==> src/sv/lst_pkg.sv <==
// Shared types, constants and per-mode lookup functions for the subframe timestamp tracker.
`default_nettype none
package lst_pkg;

	localparam int ADDR_W = 6;
	localparam int DATA_W = 64;
	localparam int ADJ_W  = 25;
	localparam int TS_W   = 64;

	// Register indexes (paddr[5:3])
	localparam logic [2:0] REG_BANDWIDTH_MODE   = 3'd0;
	localparam logic [2:0] REG_SUBFRAME_SAMPLES = 3'd1;
	localparam logic [2:0] REG_FRAME_SAMPLES    = 3'd2;
	localparam logic [2:0] REG_SYNC_POSITION    = 3'd3;
	localparam logic [2:0] REG_BASE_TIMESTAMP   = 3'd4;

	localparam logic [2:0]  RST_BANDWIDTH_MODE   = 3'd5;
	localparam logic [15:0] RST_SUBFRAME_SAMPLES = 16'd23040;
	localparam logic [19:0] RST_FRAME_SAMPLES    = 20'd230400;
	localparam logic [15:0] RST_SYNC_POSITION    = 16'd0;
	localparam logic [47:0] RST_BASE_TIMESTAMP   = 48'd0;

	localparam logic signed [15:0] FINE_INVALID = 16'sd9999;
	localparam logic signed [16:0] FINE_BIAS    = 17'sd32;
	localparam logic signed [15:0] SMALL_MIN    = -16'sd5;
	localparam logic signed [15:0] SMALL_MAX    = 16'sd5;

	typedef struct packed {
		logic [2:0]  bandwidth_mode;
		logic [15:0] subframe_samples;
		logic [19:0] frame_samples;
		logic [15:0] sync_position;
		logic [47:0] base_timestamp;
	} cfg_t;

	// Low fine limit per mode; unused modes behave as the widest one
	function automatic logic signed [16:0] lim_low(input logic [2:0] mode);
		logic signed [16:0] r;
		unique case (mode)
			3'd0: r = 17'sd22;
			3'd1: r = 17'sd22;
			3'd2: r = 17'sd26;
			3'd3: r = 17'sd29;
			3'd4: r = 17'sd30;
			default: r = 17'sd32;
		endcase
		return r;
	endfunction

	function automatic logic signed [16:0] lim_high(input logic [2:0] mode);
		logic signed [16:0] r;
		unique case (mode)
			3'd0: r = 17'sd16;
			3'd1: r = 17'sd14;
			3'd2: r = 17'sd13;
			3'd3: r = 17'sd9;
			3'd4: r = 17'sd9;
			default: r = 17'sd6;
		endcase
		return r;
	endfunction

	function automatic logic [4:0] sync_scale(input logic [2:0] mode);
		logic [4:0] r;
		unique case (mode)
			3'd0: r = 5'd2;
			3'd1: r = 5'd4;
			3'd2: r = 5'd6;
			3'd3: r = 5'd12;
			3'd4: r = 5'd16;
			default: r = 5'd24;
		endcase
		return r;
	endfunction

endpackage
`default_nettype wire

==> src/sv/lst_regs.sv <==
// APB configuration register file of the subframe timestamp tracker.
`default_nettype none
module lst_regs (
	input  wire logic                         clk,
	input  wire logic                         arst_n,
	input  wire logic                         psel,
	input  wire logic                         penable,
	input  wire logic                         pwrite,
	input  wire logic [lst_pkg::ADDR_W-1:0]   paddr,
	input  wire logic [lst_pkg::DATA_W-1:0]   pwdata,
	output logic      [lst_pkg::DATA_W-1:0]   prdata,
	output logic                              pready,
	output lst_pkg::cfg_t                     cfg
);

	lst_pkg::cfg_t cfg_q;
	logic [2:0]    idx;
	logic          wr_en;

	assign idx    = paddr[5:3];
	assign wr_en  = psel & penable & pwrite;
	assign pready = 1'b1;
	assign cfg    = cfg_q;

	always_ff @(posedge clk or negedge arst_n) begin
		if (!arst_n) begin
			cfg_q.bandwidth_mode   <= lst_pkg::RST_BANDWIDTH_MODE;
			cfg_q.subframe_samples <= lst_pkg::RST_SUBFRAME_SAMPLES;
			cfg_q.frame_samples    <= lst_pkg::RST_FRAME_SAMPLES;
			cfg_q.sync_position    <= lst_pkg::RST_SYNC_POSITION;
			cfg_q.base_timestamp   <= lst_pkg::RST_BASE_TIMESTAMP;
		end else if (wr_en) begin
			unique case (idx)
				lst_pkg::REG_BANDWIDTH_MODE:   cfg_q.bandwidth_mode   <= pwdata[2:0];
				lst_pkg::REG_SUBFRAME_SAMPLES: cfg_q.subframe_samples <= pwdata[15:0];
				lst_pkg::REG_FRAME_SAMPLES:    cfg_q.frame_samples    <= pwdata[19:0];
				lst_pkg::REG_SYNC_POSITION:    cfg_q.sync_position    <= pwdata[15:0];
				lst_pkg::REG_BASE_TIMESTAMP:   cfg_q.base_timestamp   <= pwdata[47:0];
				default: ;
			endcase
		end
	end

	always_comb begin
		unique case (idx)
			lst_pkg::REG_BANDWIDTH_MODE:   prdata = {61'd0, cfg_q.bandwidth_mode};
			lst_pkg::REG_SUBFRAME_SAMPLES: prdata = {48'd0, cfg_q.subframe_samples};
			lst_pkg::REG_FRAME_SAMPLES:    prdata = {44'd0, cfg_q.frame_samples};
			lst_pkg::REG_SYNC_POSITION:    prdata = {48'd0, cfg_q.sync_position};
			lst_pkg::REG_BASE_TIMESTAMP:   prdata = {16'd0, cfg_q.base_timestamp};
			default:                       prdata = '0;
		endcase
	end

endmodule
`default_nettype wire

==> src/sv/lst_adjust.sv <==
// Timing adjustment from coarse/fine sync estimates and bandwidth mode.
`default_nettype none
module lst_adjust (
	input  wire logic [2:0]                      bandwidth_mode,
	input  wire logic [15:0]                     sync_position,
	input  wire logic signed [15:0]              coarse,
	input  wire logic signed [15:0]              fine,
	input  wire logic                            tracking,
	output logic signed [lst_pkg::ADJ_W-1:0]     adjust
);

	logic signed [16:0]              g;
	logic                            c_zero, c_one, c_small;
	logic signed [17:0]              op;
	logic signed [lst_pkg::ADJ_W-1:0] op_x, scale_x, prod;
	logic signed [15:0]              c_bias, half_c;

	assign c_zero  = (coarse == 16'sd0);
	assign c_one   = (coarse == 16'sd1);
	assign c_small = (coarse >= lst_pkg::SMALL_MIN) && (coarse <= lst_pkg::SMALL_MAX);
	assign g       = 17'(fine) + lst_pkg::FINE_BIAS;

	// Operand of the scaled rules: coarse itself when small, else offset by sync position
	assign op      = c_small ? 18'(coarse) : 18'(coarse) - $signed({2'b00, sync_position});
	assign op_x    = lst_pkg::ADJ_W'(op);
	assign scale_x = $signed({{(lst_pkg::ADJ_W-5){1'b0}}, lst_pkg::sync_scale(bandwidth_mode)});
	assign prod    = op_x * scale_x;

	// Halving truncated toward zero
	assign c_bias = coarse + $signed({15'd0, coarse[15]});
	assign half_c = c_bias >>> 1;

	always_comb begin
		priority if (fine == lst_pkg::FINE_INVALID) begin
			adjust = -25'sd1;
		end else if ((fine != 16'sd0) && c_zero) begin
			adjust = (g < lst_pkg::lim_low(bandwidth_mode)) ? -25'sd1 : 25'sd0;
		end else if ((fine != 16'sd0) && c_one) begin
			adjust = (g > lst_pkg::lim_high(bandwidth_mode)) ? 25'sd1 : 25'sd0;
		end else if (c_small && !tracking) begin
			adjust = lst_pkg::ADJ_W'(half_c);
		end else begin
			adjust = prod;
		end
	end

endmodule
`default_nettype wire

==> src/sv/lte_subframe_timestamp_tracker.sv <==
// Top level of the LTE subframe timestamp tracker.
//
// Usage: each input transaction (in_valid/in_ready) requests one subframe and
// carries its index, coarse and fine sync estimates and the tracking flag. The
// block keeps a running frame-start offset; a frame length is added whenever
// the subframe index does not advance, then the timing adjustment is added.
// Each input transaction yields exactly one output transaction
// (out_valid/out_ready) with the subframe's first-sample timestamp and the
// adjustment applied.
// Pipeline: input register, adjust and offset update stage, timestamp sum
// into the output register.
// Throughput: one transaction per cycle while out_ready is high; the offset
// loop is a single register, so back-to-back items never wait on each other.
// Stall: when out_ready is low the output register holds and the pipeline
// fills; in_ready drops only once every stage holds a transaction.
// Reset (arst_n low): pipeline emptied, offset and last-subframe state cleared,
// registers back to their defaults. Configure over APB only while idle.
`default_nettype none
module lte_subframe_timestamp_tracker (
	input  wire logic                              clk,
	input  wire logic                              arst_n,
	// APB configuration
	input  wire logic                              psel,
	input  wire logic                              penable,
	input  wire logic                              pwrite,
	input  wire logic [lst_pkg::ADDR_W-1:0]        paddr,
	input  wire logic [lst_pkg::DATA_W-1:0]        pwdata,
	output logic      [lst_pkg::DATA_W-1:0]        prdata,
	output logic                                   pready,
	// Request channel
	input  wire logic                              in_valid,
	output logic                                   in_ready,
	input  wire logic [3:0]                        subframe_index,
	input  wire logic signed [15:0]                coarse_estimate,
	input  wire logic signed [15:0]                fine_estimate,
	input  wire logic                              tracking,
	// Result channel
	output logic                                   out_valid,
	input  wire logic                              out_ready,
	output logic signed [lst_pkg::TS_W-1:0]        sample_timestamp,
	output logic signed [lst_pkg::ADJ_W-1:0]       timing_adjust
);

	lst_pkg::cfg_t cfg;

	// Stage 1: registered request
	logic               v_s1;
	logic [3:0]         sf_s1;
	logic signed [15:0] coarse_s1, fine_s1;
	logic               trk_s1;

	// Stage 2: adjustment, updated offset, subframe product
	logic                              v_s2;
	logic [63:0]                       sum_s2;
	logic [20:0]                       prod_s2;
	logic signed [lst_pkg::ADJ_W-1:0]  adj_s2;

	// Running state
	logic [63:0] sum_q;
	logic [3:0]  last_sf_q;
	logic        last_valid_q;

	// Output register
	logic                              v_out_q;
	logic [63:0]                       ts_q;
	logic signed [lst_pkg::ADJ_W-1:0]  adj_out_q;

	logic                              adv_out, adv_s2, take_in;
	logic                              frame_adv;
	logic signed [lst_pkg::ADJ_W-1:0]  adj;
	logic [63:0]                       sum_next;
	logic [4:0]                        sf_plus1;

	lst_regs u_regs (
		.clk     (clk),
		.arst_n  (arst_n),
		.psel    (psel),
		.penable (penable),
		.pwrite  (pwrite),
		.paddr   (paddr),
		.pwdata  (pwdata),
		.prdata  (prdata),
		.pready  (pready),
		.cfg     (cfg)
	);

	lst_adjust u_adjust (
		.bandwidth_mode (cfg.bandwidth_mode),
		.sync_position  (cfg.sync_position),
		.coarse         (coarse_s1),
		.fine           (fine_s1),
		.tracking       (trk_s1),
		.adjust         (adj)
	);

	// Handshake chain: a stage advances when the next one is empty or draining
	assign adv_out  = v_s2 && (!v_out_q || out_ready);
	assign adv_s2   = v_s1 && (!v_s2 || adv_out);
	assign in_ready = !v_s1 || adv_s2;
	assign take_in  = in_valid && in_ready;

	// Frame length added when the subframe index does not move forward
	assign frame_adv = last_valid_q && (sf_s1 <= last_sf_q);
	assign sum_next  = sum_q + (frame_adv ? {44'd0, cfg.frame_samples} : 64'd0)
	                 + {{(64-lst_pkg::ADJ_W){adj[lst_pkg::ADJ_W-1]}}, adj};
	assign sf_plus1  = {1'b0, sf_s1} + 5'd1;

	always_ff @(posedge clk or negedge arst_n) begin
		if (!arst_n) begin
			v_s1         <= 1'b0;
			v_s2         <= 1'b0;
			v_out_q      <= 1'b0;
			sum_q        <= '0;
			last_sf_q    <= '0;
			last_valid_q <= 1'b0;
		end else begin
			if (in_ready) begin
				v_s1 <= in_valid;
			end
			if (!v_s2 || adv_out) begin
				v_s2 <= adv_s2;
			end
			if (!v_out_q || out_ready) begin
				v_out_q <= v_s2;
			end
			if (adv_s2) begin
				sum_q        <= sum_next;
				last_sf_q    <= sf_s1;
				last_valid_q <= 1'b1;
			end
		end
	end

	// Payload registers, no reset
	always_ff @(posedge clk) begin
		if (take_in) begin
			sf_s1     <= subframe_index;
			coarse_s1 <= coarse_estimate;
			fine_s1   <= fine_estimate;
			trk_s1    <= tracking;
		end
		if (adv_s2) begin
			sum_s2  <= sum_next;
			adj_s2  <= adj;
			// (index + 1) * subframe length covers both subframe terms
			prod_s2 <= sf_plus1 * cfg.subframe_samples;
		end
		if (adv_out) begin
			ts_q      <= {16'd0, cfg.base_timestamp} + {43'd0, prod_s2} + sum_s2;
			adj_out_q <= adj_s2;
		end
	end

	assign out_valid        = v_out_q;
	assign sample_timestamp = $signed(ts_q);
	assign timing_adjust    = adj_out_q;

endmodule
`default_nettype wire

==> config.mk <==
export PLATFORM = sky130hd
export DESIGN_NAME = lte_subframe_timestamp_tracker
export DESIGN_NICKNAME = d
export VERILOG_FILES = /design/src/sv/lst_pkg.sv /design/src/sv/lst_regs.sv /design/src/sv/lst_adjust.sv /design/src/sv/lte_subframe_timestamp_tracker.sv
export SDC_FILE = /design/constraint.sdc
export NUM_CORES = 1
export LEC_CHECK = 0
export BUFFER_PORTS_ARGS = -buffer_cell sky130_fd_sc_hd__buf_2
export CORE_ASPECT_RATIO = 1.2
export CORE_MARGIN = 5
export CORE_UTILIZATION = 45
export CTS_BUF_LIST = sky130_fd_sc_hd__clkbuf_16
export CTS_CLUSTER_DIAMETER = 120
export DETAILED_ROUTE_END_ITERATION = 8
export PLACE_DENSITY = 0.63
export REMOVE_ABC_BUFFERS = 1
export SYNTH_ARGS = -nofsm -noshare
export SYNTH_HDL_FRONTEND = slang
export SYNTH_HIERARCHICAL = 1
export SYNTH_SLANG_ARGS = --single-unit
==> constraint.sdc <==
create_clock -name clk -period 24.9 [get_ports clk]
set_clock_uncertainty 0.05 [all_clocks]
set_input_delay 3.735 -clock clk [delete_from_list [all_inputs] [get_ports clk]]
set_output_delay 3.735 -clock clk [all_outputs]
set_load 0.005 [all_outputs]
## Word level (Yosys, flattened, before mapping)

Cells that the tools add are included.

- Add/sub/neg operators: 8
- $mul: 2
- Divide/modulo/power cells: 0
- Order comparisons: 5
- Eq/ne operators: 10
- Shift operators: 0
- Muxes and demuxes: 17
- Bitwise operators: 2
- Reductions and logical operators: 26

Operator list:

| kind | number |
|---|---|
| 48-bit one-hot mux with 5 select lines | 1 |
| 25-bit 2-to-1 mux | 5 |
| 17-bit 2-to-1 mux | 5 |
| 49-bit by 64-bit adder with 64-bit output | 1 |
| 64-bit by 20-bit adder with 64-bit output | 1 |
| 64-bit adder | 1 |
| 48-bit by 21-bit adder with 49-bit output | 1 |
| 5-bit one-hot mux with 5 select lines | 1 |
| 18-bit by 6-bit multiplier with 24-bit output | 1 |
| 6-bit one-hot mux with 4 select lines | 1 |
| 5-bit by 16-bit multiplier with 21-bit output | 1 |
| 20-bit 2-to-1 mux | 1 |
| 5-bit one-hot mux with 4 select lines | 1 |
| 18-bit 2-to-1 mux | 1 |
| 16-bit by 17-bit subtractor with 18-bit output | 1 |
| 16-bit by 7-bit adder with 17-bit output (second input constant) | 1 |
| 17-bit greater-than comparator | 1 |
| 17-bit less-than comparator | 1 |
| 16-bit by 2-bit adder with 16-bit output | 1 |
| 16-bit by 15-bit equality test with 1-bit output (second input constant) | 1 |
| 16-bit by 2-bit equality test with 1-bit output (second input constant) | 1 |
| 16-bit by 4-bit >= comparator with 1-bit output (second input constant) | 1 |
| 16-bit by 4-bit <= comparator with 1-bit output (second input constant) | 1 |
| 16-bit zero test | 1 |
| other kinds (14) | 38 |

- Register bits after elaboration: 411
- Bits in latches: 0
- Bits in writable memories: 0
- ROM bits: 0
- Input bits: 114
- Output and inout port bits: 156
- Word-level logic and storage cells: 90
- Memories: 0

## Depth between registers and ports, before layout

- Depth in word-level cells: 12
- Depth in mapped cells: 37
- Gate-level depth less buffers: 35

## Hierarchy

The synthesis kept the hierarchy.

Modules (own cells, without submodules):

| module | instances | cells an instance | area each (µm²) | sequential area each (µm²) |
|---|---|---|---|---|
| lte_subframe_timestamp_tracker | 1 | 1978 | 21140.3 | 8888.5 |
| lst_adjust | 1 | 745 | 5217.5 | 0.0 |
| lst_regs | 1 | 350 | 4798.4 | 2590.0 |

## Worst setup path before layout

No wires, ideal clock.

- Path type: input-to-output
- Start point: input port paddr[5] (netlist name)
- End point: output port prdata[10] (netlist name)
- Arrival time: 4.637 ns
- Data required time: 21.115 ns
- Slack: 16.478 ns
- Stages: 5
- Path buffers: 2
- Cells stage by stage: buf_4 > nand2b_1 > nor2_1 > clkbuf_1 > a221o_1

- Cells in the longest elaborated chain, start to end: 2
- Elaborated cells on any way between the ends: 6
- Classes of those cells: eq/ne: 4; mux: 1; reduce/logical: 1

RTL lines:

| item | line | RTL |
|---|---|---|
| start: declaration | lte_subframe_timestamp_tracker.sv:26 | `input wire logic [lst_pkg::ADDR_W-1:0] paddr,` |
| 3-bit equality test (tied with other cells) | lst_regs.sv:45 | `unique case (idx)` |
| 48-bit one-hot mux with 5 select lines (*) | lst_regs.sv:45 |  |
| end: declaration | lte_subframe_timestamp_tracker.sv:28 | `output logic [lst_pkg::DATA_W-1:0] prdata,` |

Mark *: on every way between the ends. The rest lies on a longest branch, timed or not.

## Worst setup path in the final report

- Start point: register coarse_s1[0]
- End point: register sum_s2[41] (data pin)

- Cells in the longest elaborated chain, start to end: 9
- Elaborated cells on any way between the ends: 17
- Classes of those cells: add/sub: 3; mul: 1; order compare: 2; eq/ne: 1; mux: 5; reduce/logical: 5

RTL lines:

| item | line | RTL |
|---|---|---|
| start: declaration | lte_subframe_timestamp_tracker.sv:49 | `logic signed [15:0] coarse_s1, fine_s1;` |
| start signal: assignment | lte_subframe_timestamp_tracker.sv:138 | `coarse_s1 <= coarse_estimate;` |
| 16-bit by 4-bit >= comparator with 1-bit output / 16-bit by 4-bit <= comparator with 1-bit output (equally long branches) | lst_adjust.sv:20 | `assign c_small = (coarse >= lst_pkg::SMALL_MIN) && (coarse <= lst_pkg::SMALL_MAX);` |
| 1-bit logical AND | lst_adjust.sv:20 |  |
| 18-bit 2-to-1 mux | lst_adjust.sv:24 | `assign op = c_small ? 18'(coarse) : 18'(coarse) - $signed({2'b00, sync_position});` |
| 18-bit by 6-bit multiplier with 24-bit output | lst_adjust.sv:27 | `assign prod = op_x * scale_x;` |
| 25-bit 2-to-1 mux | lst_adjust.sv:40 | `end else if (c_small && !tracking) begin` |
| 25-bit 2-to-1 mux | lst_adjust.sv:38 | `end else if ((fine != 16'sd0) && c_one) begin` |
| 25-bit 2-to-1 mux (*) | lst_adjust.sv:36 | `end else if ((fine != 16'sd0) && c_zero) begin` |
| 25-bit 2-to-1 mux (*) | lst_adjust.sv:34 | `priority if (fine == lst_pkg::FINE_INVALID) begin` |
| named net adj (one bit) | lte_subframe_timestamp_tracker.sv:70 | `logic signed [lst_pkg::ADJ_W-1:0] adj;` |
| 64-bit adder (*) | lte_subframe_timestamp_tracker.sv:105 | `+ {{(64-lst_pkg::ADJ_W){adj[lst_pkg::ADJ_W-1]}}, adj};` |
| named net sum_next[41] | lte_subframe_timestamp_tracker.sv:71 | `logic [63:0] sum_next;` |
| end signal: assignment | lte_subframe_timestamp_tracker.sv:143 | `sum_s2 <= sum_next;` |
| end: declaration | lte_subframe_timestamp_tracker.sv:54 | `logic [63:0] sum_s2;` |

Mark *: on every way through the listed nets, which the timed path passes. The rest lies on a longest branch.
A chain may end at the register's enable or synchronous reset.

==> flow_metrics.py <==
metrics = {
    "routing": {
        "route.met2.wl_um": 39400,
        "wl_met1_um": 35600,
        "drt-initial-drc-count": 1329,
        "vias": 23100,
        "postRouteAntennaNets": 0,
        "drt_wl_total_um": 80900,
        "via_per_inst": 5.50,
        "routed.top_layer": "met5",
        "wl_met3_um": 3970,
        "dr.pass1.iters": 6,
        "drc": 0,
        "wl_per_cell_um": 19.3,
    },
    "synth": {
        "ys_seq_area_frac": 0.368,
        "synthDistinctLibCells": 99,
        "synth_top_cell_area_share": 0.227,
        "async_flop_share": 0.426,
        "netlist_area_mm2": 0.0312,
        "yosys_warnings": 6,
        "ys.flop_type": "edfxtp_1",
        "synth_cells": 3073,
        "synth.avg_cell_area_um2": 10.1,
        "synth_top_area_cell": "edfxtp_1",
        "synth_edf_count": 236,
        "synthTopCellsByArea": "edfxtp_1, dfrtp_1, ha_1",
        "synth_seq_cells": 411,
    },
    "sta": {
        "period_minus_slack_ns": 10.10,
        "timing.fmax_mhz": 99.1,
        "drv_slew": 0,
        "final-setup-viol-count": 0,
        "rsz0062_at_grt": "false",
        "final.period_utilization": 0.405,
        "slew_headroom": 0.165,
        "worstMarginPinSlew_ns": 1.25,
        "finalHoldViolCount": 0,
        "setup_tns_ns": 0,
    },
    "floorplan": {
        "core_area_mm2": 0.0686,
        "dieArea_mm2": 0.0746,
        "ios": 270,
        "num_rows": 105,
        "die_x_um": 250,
        "start_util": 0.454,
        "fp.dieH_um": 298,
    },
    "cts": {
        "clk_latency_ns": 0.60,
        "cts_buffer_depth": 3,
        "cts_resized": 0,
        "cts_sinks": 411,
        "clk_pin_slew_ns": 0.07,
        "cts-hold-fix-buffers": 0,
        "post_cts_buffers": 0,
        "htreeDepth": 2,
        "cts_tree": "done",
        "cts-root-buf": "clkbuf_16",
        "numCtsBuffers": 47,
    },
    "setup_path": {
        "crit_path_start": "coarse_s1[0]",
        "cp_max_fo": 44,
        "critPathLaunchType": "register",
        "crit_arrival_ns": 10.38,
        "slowest_stage": "o21ai_1",
        "r2r-start": "coarse_s1[0]",
        "cp-end-kind": "register",
        "worstPathRequired_ns": 25.18,
        "crit_type": "reg -> reg",
        "cpPeakStageDelay_ns": 0.66,
        "critical_path.most_common_cell": "ha_1",
    },
    "grt": {
        "grt_start_max_net_pins": 81,
        "antenna_found_initial": 8,
        "groute.usage.overall": 0.211,
        "overflow": 0,
        "grt_first_pass_wirelength_um": 128000,
        "grt_pass1_vias": 23100,
    },
    "placement": {
        "place_area_mm2": 0.0330,
        "dp_hpwl_um": 63200,
        "finalWeightedCongestion": 0.913,
        "port_buffers": 233,
    },
    "hold_path": {
        "hold_path_class": "reg -> reg",
        "hold_start": "adj_s2[23]",
    },
    "job": {
        "cap_violations": 0,
    },
    "layout": {
        "stdcell_area_mm2": 0.0346,
        "layout-drive-gt1-share": 0.151,
        "fin_nets": 3791,
        "area_delta_synth_final_pct": 11.0,
    },
    "run_status": {
        "status": "finished, final reports clean",
    },
}
## final cells by class
cell class	count	area, um2
well taps	909	1140
repair buffers	248	1290
clock inverters	38	359
clock buffers	48	1200
inverters	245	925
multi-input cells	2297	18200
diodes	3	7.51
fillers	6418	34000
flip-flops and latches	411	11500
## cell families (layout without fill, tap and decap cells)
| logic type | Yosys count | in the layout | share of synthesized area |
|---|---|---|---|
| flip-flops | 411 | 411 | 0.368 |
| AND/OR/NAND/NOR | 898 | 898 | 0.143 |
| adder cells (fa/ha/maj) | 427 | 427 | 0.201 |
| multiplexers | 146 | 146 | 0.0520 |
| other | 2 | 20 | 0.000241 |
| AO/OA/AOI/OAI | 646 | 646 | 0.139 |
| XOR/XNOR | 163 | 163 | 0.0458 |
| buffers and inverters | 380 | 579 | 0.0509 |
## synth_stat cells (all sizes together) (28+ instances only)
| master | instances |
|---|---|
| o21a | 29 |
| fa | 123 |
| xor2 | 50 |
| a31oi | 30 |
| edfxtp | 236 |
| dfrtp | 165 |
| buf | 56 |
| a21o | 81 |
| nand2 | 284 |
| and2 | 104 |
| o21bai | 28 |
| inv | 244 |
| nor3 | 41 |
| and3 | 28 |
| o21ai | 140 |
| ha | 304 |
| a21oi | 185 |
| nand3 | 58 |
| nor2b | 52 |
| clkbuf | 79 |
| nand4 | 51 |
| xnor2 | 113 |
| nor2 | 190 |
| mux2 | 126 |
## path summary, 6_finish.rpt
kind,cells after the start,slack [ns],endpoint
worst max-delay path,31,14.80,sum_s2[41]
worst min-delay path,0,0.37,timing_adjust[23]
worst max register to register,31,14.80,sum_s2[41]
worst min register to register,0,0.37,timing_adjust[23]
max in group asynchronous,2,20.41,sum_q[3]
min in group asynchronous,1,3.11,u_regs/cfg[40]
## per-stage QoR
step	hold slack (ns)	worst slack [ns]	utilization	cells
after floorplan	0.350	14.10	-	2953
after global placement	0.351	14.89	0.482	4110
after detailed placement	0.356	14.91	0.482	4110
after CTS	0.362	14.87	0.504	4196
after global routing	0.364	14.31	0.504	4196
final	0.366	14.80	0.504	4199
## layout by cell type, fill, tap and decap left out, drive strengths merged, types with 16 or more instances in the layout
| cell type | instances |
|---|---|
| edfxtp | 236 |
| nor2 | 190 |
| a221o | 17 |
| clkbuf | 49 |
| dfrtp | 165 |
| o21ai | 140 |
| nor2b | 52 |
| inv | 259 |
| a31oi | 30 |
| xnor2 | 113 |
| ha | 304 |
| nand4 | 51 |
| mux2i | 20 |
| buf | 247 |
| nor3 | 41 |
| conb | 17 |
| o21a | 29 |
| nand2 | 284 |
| mux2 | 126 |
| xor2 | 50 |
| and2 | 104 |
| nand3 | 58 |
| a21oi | 185 |
| clkinv | 18 |
| o21bai | 28 |
| nor4 | 18 |
| nand2b | 23 |
| fa | 123 |
| and3 | 28 |
| o211ai | 16 |
| a21o | 81 |
## routing by layer
layer  GRT usage  vias to the layer above
met5           0                        -
met4      0.0491                        6
met3      0.0309                      114
met2       0.369                      542
met1       0.279                    11200
li1            -                    11300
## state kept, by name, indices dropped and copies added, names as in the netlist
name	cells
u_regs/cfg	103
sum_s2	64
fine_s1	16
v_s1	1
adj_s2	25
timing_adjust	25
last_sf_q	4
trk_s1	1
sample_timestamp	64
sf_s1	4
out_valid	1
coarse_s1	16
last_valid_q	1
sum_q	64
v_s2	1
prod_s2	21
## worst max-delay path, delay by kind of cell (launching register included)
kind | cells | cell delay [ns]
flops | 1 | 0.50
mux | 1 | 0.19
buf+inv | 4 | 0.71
simple gates | 6 | 1.89
compound gates | 11 | 3.19
fa+ha+maj | 8 | 3.06
xor+xnor | 1 | 0.21
Power is not shown: default switching activity piles up to over one toggle a cycle in this logic, so the estimate is an artifact.
